File: src/hdl/vri_pkg.sv
// Shared constants, types and codes for the varispeed ring interpolator.
package vri_pkg;

  // Buffer geometry and number formats (buffer depth is a power of two)
  localparam int BUFFER_FRAMES = 65536;
  localparam int SAMPLE_BITS   = 24;
  localparam int FRACTION_BITS = 16;
  localparam int GAIN_BITS     = 16;
  localparam int PRODUCT_FRAC  = 24;

  localparam int ADDR_BITS  = $clog2(BUFFER_FRAMES);
  localparam int FILL_BITS  = ADDR_BITS + 1;
  localparam int POS_BITS   = ADDR_BITS + FRACTION_BITS;
  localparam int PROD_BITS  = 2 * GAIN_BITS;
  localparam int STEP_SHIFT = PRODUCT_FRAC - FRACTION_BITS;
  localparam int STEP_BITS  = PROD_BITS - STEP_SHIFT;
  localparam int FRAME_BITS = 2 * SAMPLE_BITS;
  localparam int DIFF_BITS  = SAMPLE_BITS + 1;
  localparam int MUL_BITS   = SAMPLE_BITS + FRACTION_BITS + 2;

  // Command queue between front and back
  localparam int QUEUE_DEPTH = 4;
  localparam int QPTR_BITS   = $clog2(QUEUE_DEPTH);
  localparam int QCNT_BITS   = QPTR_BITS + 1;

  // Input function codes
  localparam logic [1:0] FUNC_WRITE = 2'd0;
  localparam logic [1:0] FUNC_READ  = 2'd1;
  localparam logic [1:0] FUNC_CLEAR = 2'd2;

  // Configuration register indexes and reset values
  localparam int CFG_IDX_BITS = 1;
  localparam logic [CFG_IDX_BITS-1:0] CFG_SPEED = 1'b0;
  localparam logic [CFG_IDX_BITS-1:0] CFG_PITCH = 1'b1;
  localparam logic signed [GAIN_BITS-1:0] SPEED_RESET = 16'sd4096;
  localparam logic signed [GAIN_BITS-1:0] PITCH_RESET = 16'sd4096;

  // Decoded operation carried through the queue
  typedef enum logic [1:0] {
    OP_WRITE,
    OP_READ,
    OP_CLEAR
  } op_t;

  typedef struct packed {
    op_t                           op;
    logic signed [SAMPLE_BITS-1:0] left;
    logic signed [SAMPLE_BITS-1:0] right;
    logic                          last;
  } q_entry_t;

  typedef struct packed {
    logic full;
    logic empty;
  } q_stat_t;

endpackage

File: src/hdl/vri_if.sv
// Channel interfaces: input items, result items and configuration writes.
interface vri_in_if;
  logic                                   valid;
  logic                                   ready;
  logic [1:0]                             func;
  logic signed [vri_pkg::SAMPLE_BITS-1:0] sample_left;
  logic signed [vri_pkg::SAMPLE_BITS-1:0] sample_right;
  logic                                   last_frame;

  modport source (output valid, func, sample_left, sample_right, last_frame, input ready);
  modport sink   (input valid, func, sample_left, sample_right, last_frame, output ready);
endinterface


File: src/hdl/vri_front.sv
// Front end: takes input transfers, decodes the function and feeds the queue.
module vri_front (
  input  logic                 clk,
  input  logic                 rst_n,
  vri_in_if.sink               in_chan,
  input  vri_pkg::q_stat_t     q_stat,
  output logic                 q_push,
  output vri_pkg::q_entry_t    q_data
);

  logic                          fr_vld_r, fr_vld_nxt;
  logic [1:0]                    fr_func_r;
  logic signed [vri_pkg::SAMPLE_BITS-1:0] fr_left_r;
  logic signed [vri_pkg::SAMPLE_BITS-1:0] fr_right_r;
  logic                          fr_last_r;
  logic                          accept;
  logic                          consume;
  logic                          known;
  vri_pkg::op_t                  op;

  // Hold one item; it leaves once the queue has room
  assign consume       = fr_vld_r && !q_stat.full;
  assign in_chan.ready = !fr_vld_r || !q_stat.full;
  assign accept        = in_chan.valid && in_chan.ready;

  // Decode function code; the unused code is dropped
  always_comb begin
    known = 1'b1;
    op    = vri_pkg::OP_WRITE;
    unique case (fr_func_r)
      vri_pkg::FUNC_WRITE: op = vri_pkg::OP_WRITE;
      vri_pkg::FUNC_READ:  op = vri_pkg::OP_READ;
      vri_pkg::FUNC_CLEAR: op = vri_pkg::OP_CLEAR;
      default:             known = 1'b0;
    endcase
  end

  assign q_push       = consume && known;
  assign q_data.op    = op;
  assign q_data.left  = fr_left_r;
  assign q_data.right = fr_right_r;
  assign q_data.last  = fr_last_r;

  always_comb begin
    fr_vld_nxt = fr_vld_r;
    if (accept) begin
      fr_vld_nxt = 1'b1;
    end else if (consume) begin
      fr_vld_nxt = 1'b0;
    end
  end

  always_ff @(posedge clk) begin
    if (!rst_n) begin
      fr_vld_r <= 1'b0;
    end else begin
      fr_vld_r <= fr_vld_nxt;
    end
  end

  // Capture payload on each input transfer
  always_ff @(posedge clk) begin
    if (accept) begin
      fr_func_r  <= in_chan.func;
      fr_left_r  <= in_chan.sample_left;
      fr_right_r <= in_chan.sample_right;
      fr_last_r  <= in_chan.last_frame;
    end
  end

endmodule

File: src/flat_wrapper.sv
// flat-port wrapper written by rule: the top's interface ports become plain ports
module vri_front_flat 
  (clk, rst_n, q_stat, q_push, q_data, in_chan_valid, in_chan_func, in_chan_sample_left, in_chan_sample_right, in_chan_last_frame, in_chan_ready);
  vri_in_if in_chan_i ();
  input  logic clk;
  input  logic rst_n;
  input  vri_pkg::q_stat_t q_stat;
  output logic q_push;
  output vri_pkg::q_entry_t q_data;
  input wire logic [$bits(in_chan_i.valid)-1:0] in_chan_valid;
  input wire logic [$bits(in_chan_i.func)-1:0] in_chan_func;
  input wire logic [$bits(in_chan_i.sample_left)-1:0] in_chan_sample_left;
  input wire logic [$bits(in_chan_i.sample_right)-1:0] in_chan_sample_right;
  input wire logic [$bits(in_chan_i.last_frame)-1:0] in_chan_last_frame;
  output wire logic [$bits(in_chan_i.ready)-1:0] in_chan_ready;
  assign in_chan_i.valid = in_chan_valid;
  assign in_chan_i.func = in_chan_func;
  assign in_chan_i.sample_left = in_chan_sample_left;
  assign in_chan_i.sample_right = in_chan_sample_right;
  assign in_chan_i.last_frame = in_chan_last_frame;
  assign in_chan_ready = in_chan_i.ready;
  vri_front u_core (.clk(clk), .rst_n(rst_n), .in_chan(in_chan_i), .q_stat(q_stat), .q_push(q_push), .q_data(q_data));
endmodule
File: config.mk
export PLATFORM = sky130hd
export DESIGN_NAME = vri_front_flat
export DESIGN_NICKNAME = d
export VERILOG_FILES = /design/src/hdl/vri_pkg.sv /design/src/hdl/vri_if.sv /design/src/hdl/vri_front.sv /design/src/flat_wrapper.sv
export SDC_FILE = /design/constraint.sdc
export NUM_CORES = 1
export LEC_CHECK = 0
export BUFFER_PORTS_ARGS = -buffer_cell sky130_fd_sc_hd__buf_2
export CAP_MARGIN = 20
export CORE_UTILIZATION = 40
export CTS_CLUSTER_SIZE = 20
export DETAILED_ROUTE_END_ITERATION = 6
export PLACE_DENSITY = 0.74
export RECOVER_POWER = 50
export SYNTH_ARGS = -nofsm -noshare
export SYNTH_HDL_FRONTEND = slang
export SYNTH_SLANG_ARGS = --single-unit
File: constraint.sdc
create_clock -name clk -period 2.3 [get_ports clk]
set_clock_uncertainty 0.1 [all_clocks]
set_input_delay 0.345 -clock clk [delete_from_list [all_inputs] [get_ports clk]]
set_output_delay 0.345 -clock clk [all_outputs]
set_load 0.05 [all_outputs]
# --- After elaboration in Yosys (flattened, before gate mapping) ---
# Cells that the tools add are included.
word_totals:
  ff_bits: 52
  wordCells: 20
  out_inout_bits: 53
  input_bits: 56
classes:
  mux: 4
  n_eq_ne: 2
  reduce_logical: 9
op_table:
  columns: ["cell", "n"]
  rows:
  - ["2-bit case mux with 2 select lines", 1]
  - ["1-bit logical AND", 3]
  - ["1-bit 2-to-1 mux", 3]
  - ["3-bit OR reduction", 1]
  - ["2-bit by 1-bit equality test with 1-bit output, second input constant", 1]
  - ["2-bit equality test, second input constant", 1]
  - ["1-bit logical NOT", 2]
  - ["2-bit logical NOT", 1]
  - ["2-bit nonzero test", 1]
  - ["1-bit logical OR", 1]

# --- Depth between registers and ports, before layout ---
logic_depth:
  depth_word: 4
  mapped_depth: 2
  depth_no_buf: 2

# --- Worst setup path after synthesis ---
# Ideal clock, no wire load.
synth_path:
  kind: "input -> register"
  start: "input q_stat[1] (netlist bit)"
  end: "register u_core.fr_func_r[0], enable pin"
  slack_ps: -219
  n_path_buf: 0
  setup_time_ps: 414
  cell_stages: 2
  t_arrival_ps: 2006
  cell_sequence: "nand2_1 -> and2_1"
synth_between:
  elab_chain_len: 3
synth_lines:
  columns: ["element", "line_no", "rtl"]
  rows:
  - ["start, declared", "flat_wrapper.sv:7", "input vri_pkg::q_stat_t q_stat;"]
  - ["1-bit logical NOT", "vri_front.sv:23", "assign in_chan.ready = !fr_vld_r || !q_stat.full;"]
  - ["1-bit logical OR", "vri_front.sv:23", null]
  - ["1-bit logical AND", "vri_front.sv:24", "assign accept = in_chan.valid && in_chan.ready;"]
  - ["named net u_core.accept", "vri_front.sv:16", "logic accept;"]
  - ["end signal, assigned", "vri_front.sv:64", "fr_func_r <= in_chan.func;"]
  - ["end, declared", "vri_front.sv:12", "logic [1:0] fr_func_r;"]
# The timed path passes the listed nets, and every way through them passes these cells.
# A chain may end at the register's enable or synchronous reset.

# --- Final worst setup path ---
layout_path:
  start: "register u_core.fr_func_r[0]"
  end: "output q_push"
layout_between:
  elab_chain_len: 4
  elab_cells_between_ends: 6
  cone_classes: "2 x eq/ne; 1 x mux; 3 x reduce/logical"
layout_lines:
  columns: ["element", "line_no", "rtl"]
  rows:
  - ["2-bit by 1-bit equality test with 1-bit output (tied with other cells)", "vri_front.sv:30", "unique case (fr_func_r)"]
  - ["3-bit OR reduction (no line) *", null, null]
  - ["1-bit 2-to-1 mux *", "vri_front.sv:30", null]
  - ["1-bit logical AND *", "vri_front.sv:38", "assign q_push = consume && known;"]
  - ["end, declared", "flat_wrapper.sv:8", "output logic q_push;"]
# Every way passes the cells marked *; elsewhere a longest branch is shown, timed or not.

==> impl_metrics.py <==
metrics = {
    "drt": {
        "vias_per_cell": 4.35,
        "dr.first_iter.drc_count": 34,
        "ant_nets": 0,
        "wire_per_inst_um": 12.7,
        "drcViolationCount": 0,
        "routed_wl_um": 2840,
        "firstDrtPassIters": 4,
        "num_vias": 975,
    },
    "power": {
        "p_clk_share_pct": 25.0,
        "power_density_nw_per_um2": 833,
        "intPower_uw": 1390,
        "p_leak_uw": 0.000967,
        "p_switching_uw": 521,
        "seq_power_share_pct": 58.6,
        "combPwrFrac_pct": 16.4,
        "switching_share_pct": 27.3,
        "vdd_ir_drop_max_uv": 520,
    },
    "floorplan": {
        "design.die.area_sq_um": 4280,
        "die_h_um": 65.4,
        "initial_core_util_pct": 42.7,
        "die_w_um": 65.4,
        "coreArea_sq_um": 3770,
        "io_pins": 109,
        "rows": 22,
    },
    "clocking": {
        "cts_resized": 0,
        "clock_path_buffers": 2,
        "cts_root_buffer": "clkbuf_8",
        "hold_buffers": 0,
        "cts_buffers": 5,
        "tritoncts": "built",
        "post_cts_buffers": 0,
        "clkTransAtPathRegs_ns": 0.09,
        "insertion_delay_ns": 0.29,
        "clock-sinks": 52,
        "htreeDepth": 2,
    },
    "logic_synthesis": {
        "synthSimpleGateAreaFrac_pct": 1.79,
        "yosys_warnings": 0,
        "synth_area_leader_cell": "edfxtp_1",
        "synth_top_area_share_pct": 95.2,
        "synth_fa_ha_area_share_pct": 0,
        "synthTopCellsByArea": "edfxtp_1 95%, dfxtp_1 1.2%, nor2b_1 1.2%",
        "synth.area.mux_share_pct": 0,
        "synth_cells": 61,
        "synth-edff-count": 51,
        "syn_avg_cell_area_sq_um": 26.4,
        "synth_compound_area_share_pct": 1.09,
        "synth_nets": 117,
        "synth.cell_area_sq_um": 1610,
        "synth-xor-area-share_pct": 0,
        "synthArstFlopShare_pct": 0,
        "ys_top_cells_by_count": "51 x edfxtp_1, 3 x nor2b_1",
        "yosysUniqueCellTypes": 9,
        "synth_top_family_by_area": "simple AND/OR/NAND/NOR gates",
        "ys_seq_elements": 52,
        "ys_seq_area_share_pct": 96.4,
        "synth.most_common_cell": "edfxtp_1",
        "synth_flop_cell": "edfxtp_1",
    },
    "timing": {
        "max_freq_mhz": 589,
        "finalHoldViolations": 0,
        "setup_viol": 0,
        "timing.final.crit_share_pct": 73.8,
        "grt_setup_unrepaired": "no",
        "setup_tns_ns": 0,
        "fin_crit_ns": 1.70,
        "report.final.slew_viol_count": 0,
        "worst_pin_slew_ns": 0.610,
        "slew-limit-headroom_pct": 59.5,
    },
    "place": {
        "dp.cells": 216,
        "portBuffers": 107,
        "place_congestion": 0.697,
    },
    "grt": {
        "grt_overflow": 0,
        "grt_pass1_vias": 937,
        "antenna_found_initial": 0,
        "grt_usage_pct": 13.9,
        "grt_max_degree": 35,
        "grt_pass1_wl_um": 4120,
    },
    "layout": {
        "area_growth_pct": 42.5,
        "multi_input_area_sq_um": 47.5,
        "layout-drive-gt1-share_pct": 61.4,
        "fillers": 295,
        "n_antenna_cell": 0,
        "nets": 231,
        "regArea_sq_um": 1550,
        "final_cell_count_no_fill": 224,
    },
    "critical_path": {
        "timing.rr.end": "u_core.fr_left_r[19]$_DFFE_PP_",
        "r2r_setup_slack_ns": 0.80,
        "worst_setup_path_end_kind": "output pin",
        "worstReg2RegStart": "u_core.fr_vld_r$_SDFFE_PN0P_",
        "reg2reg_depth": 3,
        "crit_path_start_kind": "register",
        "critPathLaunch": "u_core.fr_func_r[0]$_DFFE_PP_",
        "worstSetupPathType": "register to output pin",
        "crit_arrival_ns": 1.25,
        "crit_path_max_fanout": 3,
        "cp.required_ns": 1.86,
    },
    "run_status": {
        "status": "finished clean",
    },
    "worst_hold_path": {
        "hold_path.startpoint": "in_chan_sample_left[1]",
        "holdPathEnd": "u_core.fr_left_r[1]$_DFFE_PP_",
        "worstHoldPathCells": 1,
        "min_path_type": "input port to register",
    },
    "run": {
        "drv_cap": 0,
    },
}
worst max-delay path, stage by stage (launching register included):
cell      delay, ns
edfxtp_1       0.43
a211oi_2       0.24
buf_2          0.29
placed cells by master (no fill, tap or decap):
| cell type | synthesis | routed |
|---|---|---|
| clkinvlp_4 | 0 | 1 |
| nand2_1 | 1 | 1 |
| clkbuf_1 | 0 | 10 |
| dfxtp_1 | 1 | 1 |
| inv_1 | 1 | 1 |
| buf_12 | 0 | 1 |
| and2_2 | 0 | 1 |
| a21oi_1 | 1 | 1 |
| clkinv_2 | 0 | 1 |
| nor2b_1 | 3 | 3 |
| edfxtp_1 | 51 | 51 |
| a211oi_2 | 1 | 1 |
| clkbuf_8 | 0 | 5 |
| buf_2 | 0 | 98 |
routing by layer:
layer	part of all wire, %	GRT usage, %	up-vias	wire length, um
met3	9.6	5.03	11	272
met2	51	23.7	68	1460
li1	-	-	466	-
met5	0	0	-	0
met1	35	13.7	430	1000
met4	3.6	10.1	0	102
power by group through the flow:
stage,registers [uW],logic (uW),clock network (uW)
detailed placement,1140,319,0
floorplan,1320,39.1,0
global placement,1140,313,0
finish,1120,313,478
CTS,1120,319,496
global route,1120,327,532
cell families after synthesis:
group           Yosys count
flops                    52
simple gates              5
compound gates            2
buf+inv                   2
worst max-delay path by stage:
stage | endpoint
after floorplan | u_core.fr_func_r[0]$_DFFE_PP_
after global placement | u_core.fr_left_r[19]$_DFFE_PP_
after detailed placement | u_core.fr_left_r[18]$_DFFE_PP_
after CTS | q_push
after global routing | q_push
final | q_push
per-stage QoR:
step | hold WS (ns) | worst slack, ns | utilization (%) | power [uW] | instance area [sq um]
after floorplan | 0.344 | 0.311 | - | 1360 | 1610
after global placement | 0.411 | 0.692 | 58.8 | 1450 | 2220
after detailed placement | 0.421 | 0.639 | 58.8 | 1460 | 2220
after CTS | 0.105 | 0.585 | 61.1 | 1930 | 2300
after global routing | 0.0966 | 0.552 | 60.8 | 1980 | 2290
final | 0.117 | 0.602 | 60.8 | 1910 | 2290
area by class of cell:
cell class	instances	share of cell area, %
Clock buffer	6	3.17
Clock inverter	2	0.546
Inverter	1	0.164
Multi-Input combinational cell	7	2.07
Sequential cell	52	67.7
Tap cell	48	2.62
Timing Repair Buffer	108	23.7
sequential cells by signal, indices dropped and copies added, names as in the netlist:
signal	count
u_core.fr_right_r	24
u_core.fr_left_r	24
u_core.fr_vld_r	1
u_core.fr_last_r	1
u_core.fr_func_r	2
Note: power is estimated with default switching activity, not from simulation.
