## config.mk

```make
export PLATFORM = sky130hd
export DESIGN_NAME = vri_queue
export DESIGN_NICKNAME = d
export VERILOG_FILES = /design/src/hdl/vri_pkg.sv /design/src/hdl/vri_queue.sv
export SDC_FILE = /design/constraint.sdc
export NUM_CORES = 1
export LEC_CHECK = 0
export ABC_AREA = 1
export ABC_CLOCK_PERIOD_IN_PS = 1850
export BUFFER_PORTS_ARGS = -buffer_cell sky130_fd_sc_hd__buf_2
export CELL_PAD_IN_SITES_DETAIL_PLACEMENT = 1
export CELL_PAD_IN_SITES_GLOBAL_PLACEMENT = 2
export CORE_AREA = 10 10 163 165
export CTS_BUF_LIST = sky130_fd_sc_hd__clkbuf_8
export DETAILED_ROUTE_END_ITERATION = 12
export DIE_AREA = 0 0 173 175
export HOLD_SLACK_MARGIN = 0.06
export PLACE_DENSITY_LB_ADDON = 0.3
export SLEW_MARGIN = 10
export SYNTH_ARGS = -nofsm -noshare
export SYNTH_HDL_FRONTEND = slang
export SYNTH_SLANG_ARGS = --single-unit
```

## constraint.sdc

```tcl
create_clock -name clk -period 1.85 [get_ports clk]
set_input_delay 0.37 -clock clk [delete_from_list [all_inputs] [get_ports clk]]
set_output_delay 0.37 -clock clk [all_outputs]
set_load 0.02 [all_outputs]
```

## src/hdl/vri_pkg.sv

```systemverilog
// Shared constants, types and codes for the varispeed ring interpolator.
package vri_pkg;

  // Buffer geometry and number formats (buffer depth is a power of two)
  localparam int BUFFER_FRAMES = 65536;
  localparam int SAMPLE_BITS   = 24;
  localparam int FRACTION_BITS = 16;
  localparam int GAIN_BITS     = 16;
  localparam int PRODUCT_FRAC  = 24;

  localparam int ADDR_BITS  = $clog2(BUFFER_FRAMES);
  localparam int FILL_BITS  = ADDR_BITS + 1;
  localparam int POS_BITS   = ADDR_BITS + FRACTION_BITS;
  localparam int PROD_BITS  = 2 * GAIN_BITS;
  localparam int STEP_SHIFT = PRODUCT_FRAC - FRACTION_BITS;
  localparam int STEP_BITS  = PROD_BITS - STEP_SHIFT;
  localparam int FRAME_BITS = 2 * SAMPLE_BITS;
  localparam int DIFF_BITS  = SAMPLE_BITS + 1;
  localparam int MUL_BITS   = SAMPLE_BITS + FRACTION_BITS + 2;

  // Command queue between front and back
  localparam int QUEUE_DEPTH = 4;
  localparam int QPTR_BITS   = $clog2(QUEUE_DEPTH);
  localparam int QCNT_BITS   = QPTR_BITS + 1;

  // Input function codes
  localparam logic [1:0] FUNC_WRITE = 2'd0;
  localparam logic [1:0] FUNC_READ  = 2'd1;
  localparam logic [1:0] FUNC_CLEAR = 2'd2;

  // Configuration register indexes and reset values
  localparam int CFG_IDX_BITS = 1;
  localparam logic [CFG_IDX_BITS-1:0] CFG_SPEED = 1'b0;
  localparam logic [CFG_IDX_BITS-1:0] CFG_PITCH = 1'b1;
  localparam logic signed [GAIN_BITS-1:0] SPEED_RESET = 16'sd4096;
  localparam logic signed [GAIN_BITS-1:0] PITCH_RESET = 16'sd4096;

  // Decoded operation carried through the queue
  typedef enum logic [1:0] {
    OP_WRITE,
    OP_READ,
    OP_CLEAR
  } op_t;

  typedef struct packed {
    op_t                           op;
    logic signed [SAMPLE_BITS-1:0] left;
    logic signed [SAMPLE_BITS-1:0] right;
    logic                          last;
  } q_entry_t;

  typedef struct packed {
    logic full;
    logic empty;
  } q_stat_t;

endpackage

```

## src/hdl/vri_queue.sv

```systemverilog
// Short command queue that decouples the front end from the back end.
module vri_queue (
  input  logic                 clk,
  input  logic                 rst_n,
  input  logic                 push,
  input  vri_pkg::q_entry_t    push_data,
  input  logic                 pop,
  output vri_pkg::q_entry_t    head,
  output vri_pkg::q_stat_t     stat
);

  vri_pkg::q_entry_t                 slot_r [vri_pkg::QUEUE_DEPTH];
  logic [vri_pkg::QPTR_BITS-1:0]     wr_ptr_r, wr_ptr_nxt;
  logic [vri_pkg::QPTR_BITS-1:0]     rd_ptr_r, rd_ptr_nxt;
  logic [vri_pkg::QCNT_BITS-1:0]     cnt_r, cnt_nxt;

  assign head       = slot_r[rd_ptr_r];
  assign stat.full  = (cnt_r == vri_pkg::QCNT_BITS'(vri_pkg::QUEUE_DEPTH));
  assign stat.empty = (cnt_r == '0);

  // Advance pointers and occupancy
  always_comb begin
    wr_ptr_nxt = wr_ptr_r;
    rd_ptr_nxt = rd_ptr_r;
    cnt_nxt    = cnt_r;
    if (push) begin
      wr_ptr_nxt = (wr_ptr_r == vri_pkg::QPTR_BITS'(vri_pkg::QUEUE_DEPTH - 1)) ? '0
                                                                                 : wr_ptr_r + 1'b1;
    end
    if (pop) begin
      rd_ptr_nxt = (rd_ptr_r == vri_pkg::QPTR_BITS'(vri_pkg::QUEUE_DEPTH - 1)) ? '0
                                                                                 : rd_ptr_r + 1'b1;
    end
    if (push && !pop) begin
      cnt_nxt = cnt_r + 1'b1;
    end else if (pop && !push) begin
      cnt_nxt = cnt_r - 1'b1;
    end
  end

  always_ff @(posedge clk) begin
    if (!rst_n) begin
      wr_ptr_r <= '0;
      rd_ptr_r <= '0;
      cnt_r    <= '0;
    end else begin
      wr_ptr_r <= wr_ptr_nxt;
      rd_ptr_r <= rd_ptr_nxt;
      cnt_r    <= cnt_nxt;
    end
  end

  // Store pushed entries
  always_ff @(posedge clk) begin
    if (push) begin
      slot_r[wr_ptr_r] <= push_data;
    end
  end

endmodule

```

== Word-level counts from Yosys, hierarchy flattened ==
Memories as Yosys holds them, arrays and structs flattened. A register that Yosys moved wholly into a read port is not among the register bits.
Cells that the tools add are included.
W data, S select, Z words.
Storage, ports and cells
  bits of input ports: 55
  register bits after elaboration: 7
  logic and storage cells: 25
  bits in writable memories: 204
  memories kept: 1
  output and inout port bits: 53
Cells by class
  reductions and logical operators: 6
  add/sub/neg operators: 4
  muxes and demuxes: 8
  equal/unequal tests: 3
Memories
  slot_r: words 4, width 51, read ports 1, clocked after Yosys merged registers in 1, wr ports 1, line vri_queue.sv:12  | vri_pkg::q_entry_t slot_r [vri_pkg::QUEUE_DEPTH];
Operators with widths (count)
  $mux W2: 4
  $mux W3: 2
  $add A2 B1 Y2 const B: 2
  $eq A2 B2 Y1 const B: 2
  $add A3 B1 Y3 const B: 1
  $eq A3 B3 Y1 const B: 1
  $logic_not A3 Y1: 1
  $sub A3 B1 Y3 const B: 1
  $logic_and A1 B1 Y1: 2
  $logic_not A1 Y1: 2
  $mux W1: 2
  $reduce_bool A2 Y1: 1

== Longest topological paths before layout ==
Gate-level depths: netlist of the first run.
  depth after elaboration: 4
  gate-level depth with buffers: 10
  gate-level depth less buffers: 10

== Worst setup path after synthesis of the first run ==
No wires, ideal clock.
  path type: register to register
  from: register wr_ptr_r[0] in the netlist's numbering
  to: memory slot_r[3][0] in the netlist's numbering (enable)
  setup slack: -141 ps
  library setup time: 405 ps
  cell stages (with the launch flop): 4
  clock period less this slack: 1991 ps
  required time: 1445 ps
  arrival: 1586 ps
  path buffers: 0
  path through: dfxtp_1 -> ha_1 -> nand2_1 -> inv_1
RTL lines
  start, declared: line vri_queue.sv:13  | logic [vri_pkg::QPTR_BITS-1:0] wr_ptr_r, wr_ptr_nxt;
  start signal, assigned: line vri_queue.sv:47  | wr_ptr_r <= wr_ptr_nxt;
  end, declared: line vri_queue.sv:12
No word-level cell before the write port.

==> results.cfg, run 1 <==
[global_route]
antenna_found_initial = 1
grt_max_degree = 39
grt.overflow.total = 0
grt_first_pass_wirelength_um = 31900
grt.total_usage_pct = 13.2
grt_pass1_vias = 5740

[yosys]
synth_area_leaders = edfxtp_1 76%, nor2_1 5.1%, o22ai_1 4.0%, o21ai_1 3.7%, o21ai_0 2.8%
synth_edf_count = 204
yosys.area.top_type = edfxtp_1
postSynthRegisterBits = 213
avgSynthCellArea_um2 = 14.6
synthDistinctLibCells = 23
ys.flop_type = edfxtp_1
syn_area_mm2 = 0.00806
synth_nets = 614
ys_async_sr_fraction_pct = 0
yosysTopAreaCellShare_pct = 76.0
postSynthCellCount = 552
ys_seq_area_share_pct = 78.2
yosys_warnings = 0

[sta]
finClkSkew_ns = 0.0192
max_slew_margin_pct = 78.8
layout_setup_ws_ns = -0.249
fmax_ghz = 0.476
hold-worst-slack_ns = 0.0865
post-route-period-util_pct = 113
maxSlewViolCount = 0
worstMarginPinSlew_ns = 0.317
hold_violations = 0
grt_setup_unrepaired = yes
finalSetupViolations = 51
fin_crit_ns = 2.10

[drt]
wire_per_inst_um = 21.7
routed_wl_um = 23600
antenna_left = 0
drc = 0
drtPass1Iterations = 4
via_per_inst = 4.95
drt-initial-drc-count = 320
vias = 5383

[placed_design]
io_buffer_count = 107
dp_hpwl_um = 12100
place_congestion = 0.744
place_area_mm2 = 0.00904

[worst_setup_path]
crit_arrival_ns = 1.73
cp_max_fo = 14
required_ns = 1.48
cp-start-kind = flip-flop
cp-end-kind = output pin
crit_type = reg2out

[cells_and_area]
n_fill_cell = 2329
final_area_mm2 = 0.0114
diodes = 0
syn2layout_area_growth_pct = 41.6
nets = 807
drive_gt1_share_pct = 42.7

[clock_tree]
insertion_delay_ns = 0.51
htree_levels = 2
cts_buffers = 36
cts_tree = yes
path_clk_slew_ns = 0.06
numClockSinks = 213
clk_path_buf_depth = 3
root_buffer = clkbuf_8

[power]
power-per-cell-area_mw_per_mm2 = 994
ir_drop_mv = 0.557
seq_power_share_pct = 49.3
pwr-share-comb_pct = 17.3
p_clk_share_pct = 33.4
leakage_nw = 4.11
p_sw_share_pct = 26.7
internal_power_w = 0.00832
p_sw_w = 0.00302

[floorplan]
core_mm2 = 0.0233
initial_core_util_pct = 34.7
die_area_mm2 = 0.0303
rows = 56
io_pins = 108
die_h_um = 175
fp.dieW_um = 173

[min_path]
hp-class = in2reg

[run_status]
status = finished, violations left
violations = setup timing

[flow_run]
maxCapViolations = 0
==> stage by stage <==
stage / TNS [ns] / cells / power (W) / util [%] / setup WS [ns]
after CTS: -11.40 / 1061 / 0.0110 / 44.1 / -0.284
after global placement: 0 / 966 / 0.00694 / 38.9 / 0.197
final: -10.27 / 1088 / 0.0113 / 49.1 / -0.249
after global routing: -14.04 / 1088 / 0.0119 / 49.1 / -0.326
after floorplan: 0 / 552 / 0.00643 / - / 0.0156
after detailed placement: 0 / 966 / 0.00699 / 38.9 / 0.117
==> cells in the mapped netlist, types with 2 or more instances <==
cell type and n:
a21oi_1 3, buf_2 8, buf_4 5, buf_6 11, clkbuf_1 4, clkbuf_2 2, clkbuf_8 2, dfxtp_1 9
edfxtp_1 204, ha_1 6, inv_1 14, inv_2 2, nand2_1 8, nor2_1 110, nor3_1 4, o21ai_0 45
o21ai_1 59, o22ai_1 51
==> flip-flops by register name (all words and copies together) (netlist names), named ones only <==
| name | count |
|---|---|
| slot_r | 204 |
| cnt_r | 3 |
| rd_ptr_r | 2 |
| wr_ptr_r | 2 |
==> layout make-up <==
type | count | area, um^2 | area share (%)
sequential | 213 | 6310 | 55.3
multi-input combinational | 291 | 2010 | 17.6
clock inverter | 26 | 140 | 1.23
clock buffer | 36 | 495 | 4.34
inverter | 16 | 101 | 0.888
tap | 319 | 399 | 3.50
timing repair buffer | 185 | 1920 | 16.8
timing repair inverter | 2 | 36.3 | 0.318
==> worst paths after layout <==
check               startpoint            end  slack [ns]  depth (start not counted)
hold reg to reg    wr_ptr_r[1]    wr_ptr_r[1]        0.55                          2
setup / recovery     flip-flop       head[31]       -0.25                          6
setup reg to reg   wr_ptr_r[0]  slot_r[2][29]        0.42                          5
hold / removal    push_data[5]   slot_r[2][5]        0.09                          1
==> layer usage <==
layer | global-route usage (%) | vias up | wire [um]
met1 | 16.5 | 2744 | 10600
met2 | 22.1 | 143 | 11500
met4 | 3.84 | 2 | 334
met3 | 3.36 | 34 | 1150
met5 | 0 | - | 13
li1 | - | 2460 | -
==> cell usage in the layout (no fill, tap or decap), drive strengths merged <==
master	Yosys	final
nor3	4	4
nor2	110	110
dfxtp	9	9
nand3	1	1
buf	24	140
clkbuf	8	50
o22ai	51	51
ha	6	6
nand2	8	8
inv	16	26
nand4	1	1
a21oi	3	3
fa	1	1
o21ai	105	105
clkinvlp	0	5
xor2	1	1
clkinv	0	12
bufinv	0	1
dlygate4sd3	0	31
edfxtp	204	204
==> power groups by stage <==
stage / Combinational (W) / Clock [W] / Sequential (W)
after CTS: 0.00151 / 0.00393 / 0.00558
after floorplan: 0.000767 / 0 / 0.00566
final: 0.00196 / 0.00379 / 0.00559
after detailed placement: 0.00131 / 0 / 0.00568
after global placement: 0.00127 / 0 / 0.00566
after global routing: 0.00210 / 0.00417 / 0.00560
==> worst max-delay path: stages, from the launching register on <==
cell and delay [ns]:
dfxtp_4 0.37, buf_4 0.14, buf_12 0.14, buf_6 0.12, nor2_1 0.15, o22ai_2 0.11, buf_4 0.17
==> logic make-up (layout without fill, tap and decap cells) <==
family | count (synthesis) | in the layout | synth area share, %
AO/OA/AOI/OAI | 159 | 159 | 10.7
XOR/XNOR | 1 | 1 | 0.109
adder cells (fa/ha/maj) | 7 | 7 | 1.18
buffers and inverters | 48 | 265 | 3.90
flip-flops | 213 | 213 | 78.2
AND/OR/NAND/NOR | 124 | 124 | 5.88
==> timing repair <==
action	CTS	global route
gates resized for setup	95	173
hold buffers	29	2
endpoints found under the setup margin	51	51
setup buffers	3	5
cloned	1	20
endpoints found under the hold margin	113	8
pin swaps	4	43
Note: power is estimated with default switching activity, not from simulation.
==> run 2: changes to the inputs <==
Settings changed: CTS_BUF_LIST sky130_fd_sc_hd__clkbuf_8 to default.
==> run 2 against run 1 <==
Effect of this change: register-to-register slack hardly changed; utilization shrank 3.1 points; first-iteration DRC count is 3.1% higher; count of clock-buffer cells in the layout fell by 6; flip-flop and latch count is the same; total power grew 6.6%; the flow still finishes with violations (setup timing); via count shrank 5.8%; sequential power barely moved; combinational power down 14%; global-route usage fell by 0.17 points; cell count is 5.8% lower.
==> results.cfg, run 2 (synthesis gave the netlist of run 1 again) <==
[placed_design]
placed_cells = 966
dp_hpwl_um = 12100
io_buffer_count = 107
dp_slack_ns = 0.117
place_congestion = 0.744

[worst_setup_path]
r2r-end = slot_r[2][25]
crit_arrival_ns = 1.74
cp-end-kind = output pin
crit_type = reg2out
max_stage_delay_ns = 0.38
cp-start-kind = flip-flop
rrSetupSlack_ns = 0.41
cpMaxStageDelayCell = dfxtp_4
cp_max_fo = 8
critPathBufInv = 4
required_ns = 1.48
reg2reg_from = wr_ptr_r[0]
crit_chain = buf_4 > buf_12 > clkbuf_16 > nor2_1 > o22ai_2 > buf_4
critPathMostFrequentCell = buf_4
r2r_cells = 5
critPathTopFamily = buffers and inverters

[drt]
wire_per_inst_um = 20.7
drt-initial-drc-count = 330
vias = 5073
antenna_left = 0
routed_wl_um = 21300
drtPass1Iterations = 4
via_per_inst = 4.95
drc = 0

[sta]
grt_setup_unrepaired = yes
tns_ns = -9.58
worstMarginPinSlew_ns = 0.324
max_slew_margin_pct = 78.3
fmax_ghz = 0.474
post-route-period-util_pct = 114
layout_setup_ws_ns = -0.259
hold-worst-slack_ns = 0.0797
fin_crit_ns = 2.11
hold_violations = 0
maxSlewViolCount = 0
finClkSkew_ns = 0.00958
finalSetupViolations = 51

[min_path]
whs_endpoint = slot_r[3][23]
whs_path_depth = 1
min-delay-start = push_data[23]
hp-class = in2reg

[cells_and_area]
final_common_cell = edfxtp_1
diodes = 0
final_cell_mix = 204 x edfxtp_1, 97 x nor2_1, 64 x o21ai_1
fin_cells = 1025
largest_registers = slot_r x204, cnt_r x3
drive_gt1_share_pct = 35.6
largest_register_ffs = 204
postLayoutCoreUtil_pct = 46.0
regMostFlops = slot_r
syn2layout_area_growth_pct = 32.6
nets = 750

[run_status]
status = finished, violations left
violations = setup timing

[floorplan]
io_pins = 108
initial_core_util_pct = 34.7
fp.dieW_um = 173
core_mm2 = 0.0233
rows = 56
die_area_mm2 = 0.0303
die_h_um = 175

[flow_run]
maxCapViolations = 0

[clock_tree]
insertion_delay_ns = 0.50
clk_path_buf_depth = 3
cts_buffers = 24
path_clk_slew_ns = 0.06
cts_tree = yes
root_buffer = clkbuf_16
numClockSinks = 213
htree_levels = 1

[power]
ir_drop_mv = 0.797
leakage_nw = 3.81
power-per-cell-area_mw_per_mm2 = 1130

[global_route]
grt.overflow.total = 0
grt.total_usage_pct = 13.0
grt_pass1_vias = 5483
grt_max_degree = 39
antenna_found_initial = 1
grt_first_pass_wirelength_um = 31300
## run 2: cell count changes in the layout (fill, tap and decap cells not counted), sizes merged, moves of 2 or more
cell / previous run / this run
buf: 140 / 137
dlygate4sd3: 31 / 0
clkbuf: 50 / 34
bufinv: 1 / 4
inv: 26 / 12
clkinv: 12 / 10
## run 2: what timing repair did
item                       CTS  global route
cloned                       3             5
setup buffers                3             4
gates resized for setup    103            93
hold buffers                 0             0
pin swaps                    4             5
setup endpoints to repair   51            51
## run 2: worst max-delay path by stage
stage,cells after the start,endpoint,slack (ns),start
global placement,5,head[26],0.20,flip-flop
finish,6,head[15],-0.26,flip-flop
global route,6,head[23],-0.32,flip-flop
floorplan,4,slot_r[0][0],0.02,wr_ptr_r[0]
CTS,5,head[3],-0.26,flip-flop
detailed placement,4,head[42],0.12,flip-flop
## run 2: final cells by class
type,count,area [um^2]
fill,2356,12600
sequential,213,6310
tap,319,399
clock inverter,14,168
clock buffer,30,644
multi-input combinational,291,1730
inverter,16,90.1
timing repair buffer,142,1350
## run 2: per-layer routing
layer	track usage [%]	part of all wire [%]	vias up	wire, um
li1	-	-	2345	-
met1	16.8	45	2562	9540
met2	21.8	49	137	10300
met3	3.08	5.0	27	1070
met4	2.73	1.4	2	301
met5	0	0.061	-	13
## run 2: power by group
part,switching (W),internal [W]
logic,0.000992,0.000689
registers,0.0000769,0.00551
clock network,0.00181,0.00302
## run 2: stage by stage
stage | area, um^2 | total power, W
3_3_place_gp | 9040 | 0.00694
4_1_cts | 10200 | 0.0120
3_5_place_dp | 9040 | 0.00699
6_report | 10700 | 0.0121
2_1_floorplan | 8080 | 0.00643
5_1_grt | 10700 | 0.0126
==> run 3: changes to the inputs <==
Settings changed: ABC_AREA 1 to default, CORE_AREA 10 10 163 165 to 2 2 154 156, DIE_AREA 0 0 173 175 to 0 0 156 158.
==> run 3 against run 2 <==
Effect of this change: synthesized cell count fell by 44%; global-route usage barely moved; register-to-register slack got worse by 0.09 ns; via count fell by 28%; worst hold slack improved by 0.0078 ns; clock power fell by 8.1%; largest power group unchanged; utilization fell by 1.7 points; worst setup slack got worse by 0.13 ns; clock skew rose by 0.0051 ns; die area fell by 19%; the run still ends with setup timing left.
==> results.cfg, run 3 <==
[yosys]
yosys.area.top_type = edfxtp_1
synth_edf_count = 204
postSynthCellCount = 311
avgSynthCellArea_um2 = 25.3
yosysMostFrequentCell = edfxtp_1
yosys_warnings = 0
syn_area_mm2 = 0.00788
yosysTopAreaCellShare_pct = 77.8
ys_async_sr_fraction_pct = 0
ys_top_cells_by_count = 204 x edfxtp_1, 50 x mux4_2, 9 x dfxtp_1, 6 x ha_1
ys_seq_area_share_pct = 80.1
synth_nets = 373
ys.flop_type = edfxtp_1
postSynthRegisterBits = 213
synthDistinctLibCells = 23
synth_area_leaders = edfxtp_1 78%, mux4_2 14%, dfxtp_1 2.3%, buf_12 1.3%, ha_1 0.95%

[sta]
max_slew_margin_pct = 86.1
fin_crit_ns = 2.24
fmax_ghz = 0.447
finClkSkew_ns = 0.0146
worstMarginPinSlew_ns = 0.209
finalSetupViolations = 51
hold_violations = 0
layout_setup_ws_ns = -0.388
maxSlewViolCount = 0
post-route-period-util_pct = 121
grt_setup_unrepaired = yes

[clock_tree]
clk_path_buf_depth = 3
root_buffer = clkbuf_16
cts_tree = yes
path_clk_slew_ns = 0.06
ctsHoldBuffers = 0
numClockSinks = 213
cts_buffers = 23
insertion_delay_ns = 0.50
htree_levels = 1

[placed_design]
dp_hpwl_um = 9120
dp_slack_ns = -0.0964
place_area_mm2 = 0.00890
place_congestion = 0.680
io_buffer_count = 107

[min_path]
hp-class = in2reg

[worst_setup_path]
crit_type = reg2out
crit_chain = buf_8 > buf_16 > mux4_2 > buf_6
cpMaxStageDelayCell = mux4_2
cp_max_fo = 6
required_ns = 1.48
crit_arrival_ns = 1.87
cp-start-kind = flip-flop
max_stage_delay_ns = 0.54
cp-end-kind = output pin

[floorplan]
fp.dieW_um = 156
die_h_um = 158
core_mm2 = 0.0231
rows = 56
initial_core_util_pct = 34.2
io_pins = 108
die_area_mm2 = 0.0246

[run_status]
status = finished, violations left
violations = setup timing

[global_route]
grt_first_pass_wirelength_um = 24100
grt_max_degree = 30
antenna_found_initial = 0
grt.overflow.total = 0
grt_pass1_vias = 4123
grt.total_usage_pct = 13.0

[power]
ir_drop_mv = 0.636
leakage_nw = 3.50
fin_total_pwr_w = 0.0114
power-per-cell-area_mw_per_mm2 = 1120

[cells_and_area]
final_area_mm2 = 0.0102
final_cell_mix = 204 x edfxtp_1, 60 x buf_2, 51 x mux4_2
largest_register_ffs = 204
drive_gt1_share_pct = 47.7
diodes = 0
regMostFlops = slot_r
nets = 519
largest_registers = slot_r x204, cnt_r x3
syn2layout_area_growth_pct = 29.6
final_common_cell = edfxtp_1

[drt]
wire_per_inst_um = 21.4
routed_wl_um = 16300
drt-initial-drc-count = 107
drtPass1Iterations = 4
drc = 0
via_per_inst = 4.81
antenna_left = 0
vias = 3669

[flow_run]
maxCapViolations = 0
[run 3: path summary, 6_finish.rpt]
kind	startpoint	endpoint	slack (ns)	depth (start not counted)
worst max-delay path	flip-flop	head[6]	-0.39	4
worst min-delay path	push_data[8]	slot_r[0][8]	0.09	1
worst max register to register	cnt_r[0]	cnt_r[2]	0.32	4
worst min register to register	cnt_r[2]	cnt_r[2]	0.53	2
[run 3: report_power, final]
part           total, W  leakage [nW]  internal (W)  switching, W
Sequential      0.00559          1.95       0.00552     0.0000673
Combinational   0.00140          1.17      0.000707      0.000693
Clock           0.00444         0.372       0.00270       0.00174
[run 3: critical path, delay by kind of cell (launching register included)]
family | cells | cell delay [ns]
buf+inv | 3 | 0.45
flops | 1 | 0.38
mux | 1 | 0.54
[run 3: area by class of cell]
cell class / count / area [um^2]
clock buffers: 29 / 638
clock inverters: 11 / 105
fillers: 2133 / 12800
inverters: 4 / 15.0
multi-input cells: 82 / 1420
flip-flops and latches: 213 / 6310
well taps: 290 / 363
repair buffers: 133 / 1360
[run 3: logic make-up (layout without fill, tap and decap cells)]
family	after synthesis	in the layout	synth area share (%)
AO/OA/AOI/OAI	3	3	0.254
XOR/XNOR	2	2	0.222
adder cells (fa/ha/maj)	7	7	1.21
buffers and inverters	16	177	1.97
flip-flops	213	213	80.1
multiplexers	55	55	15.1
AND/OR/NAND/NOR	15	15	1.14
[run 3: repair_timing]
action,4_1_cts,5_1_grt
endpoints found under the hold margin,0,0
cloned,2,6
endpoints found under the setup margin,51,51
setup buffers,1,4
gates resized for setup,23,87
[run 3: through the flow]
step,instances,setup TNS (ns),utilization [%],hold WS (ns)
floorplan,311,0,-,0.469
global placement,710,0,38.6,0.492
detailed placement,710,-0.0964,38.6,0.528
CTS,753,-20.41,42.4,0.0626
global route,762,-20.76,44.3,0.0696
finish,762,-17.63,44.3,0.0875
[run 3: per-layer routing]
layer / GRT usage (%) / share of wire (%) / wire (um) / up-vias
met3: 2.98 / 5.2 / 854 / 22
met4: 3.36 / 1.7 / 270 / 0
met5: 0 / 0 / 0 / -
li1: - / - / - / 1614
met1: 16.6 / 44 / 7170 / 1935
met2: 22.4 / 49 / 7990 / 98
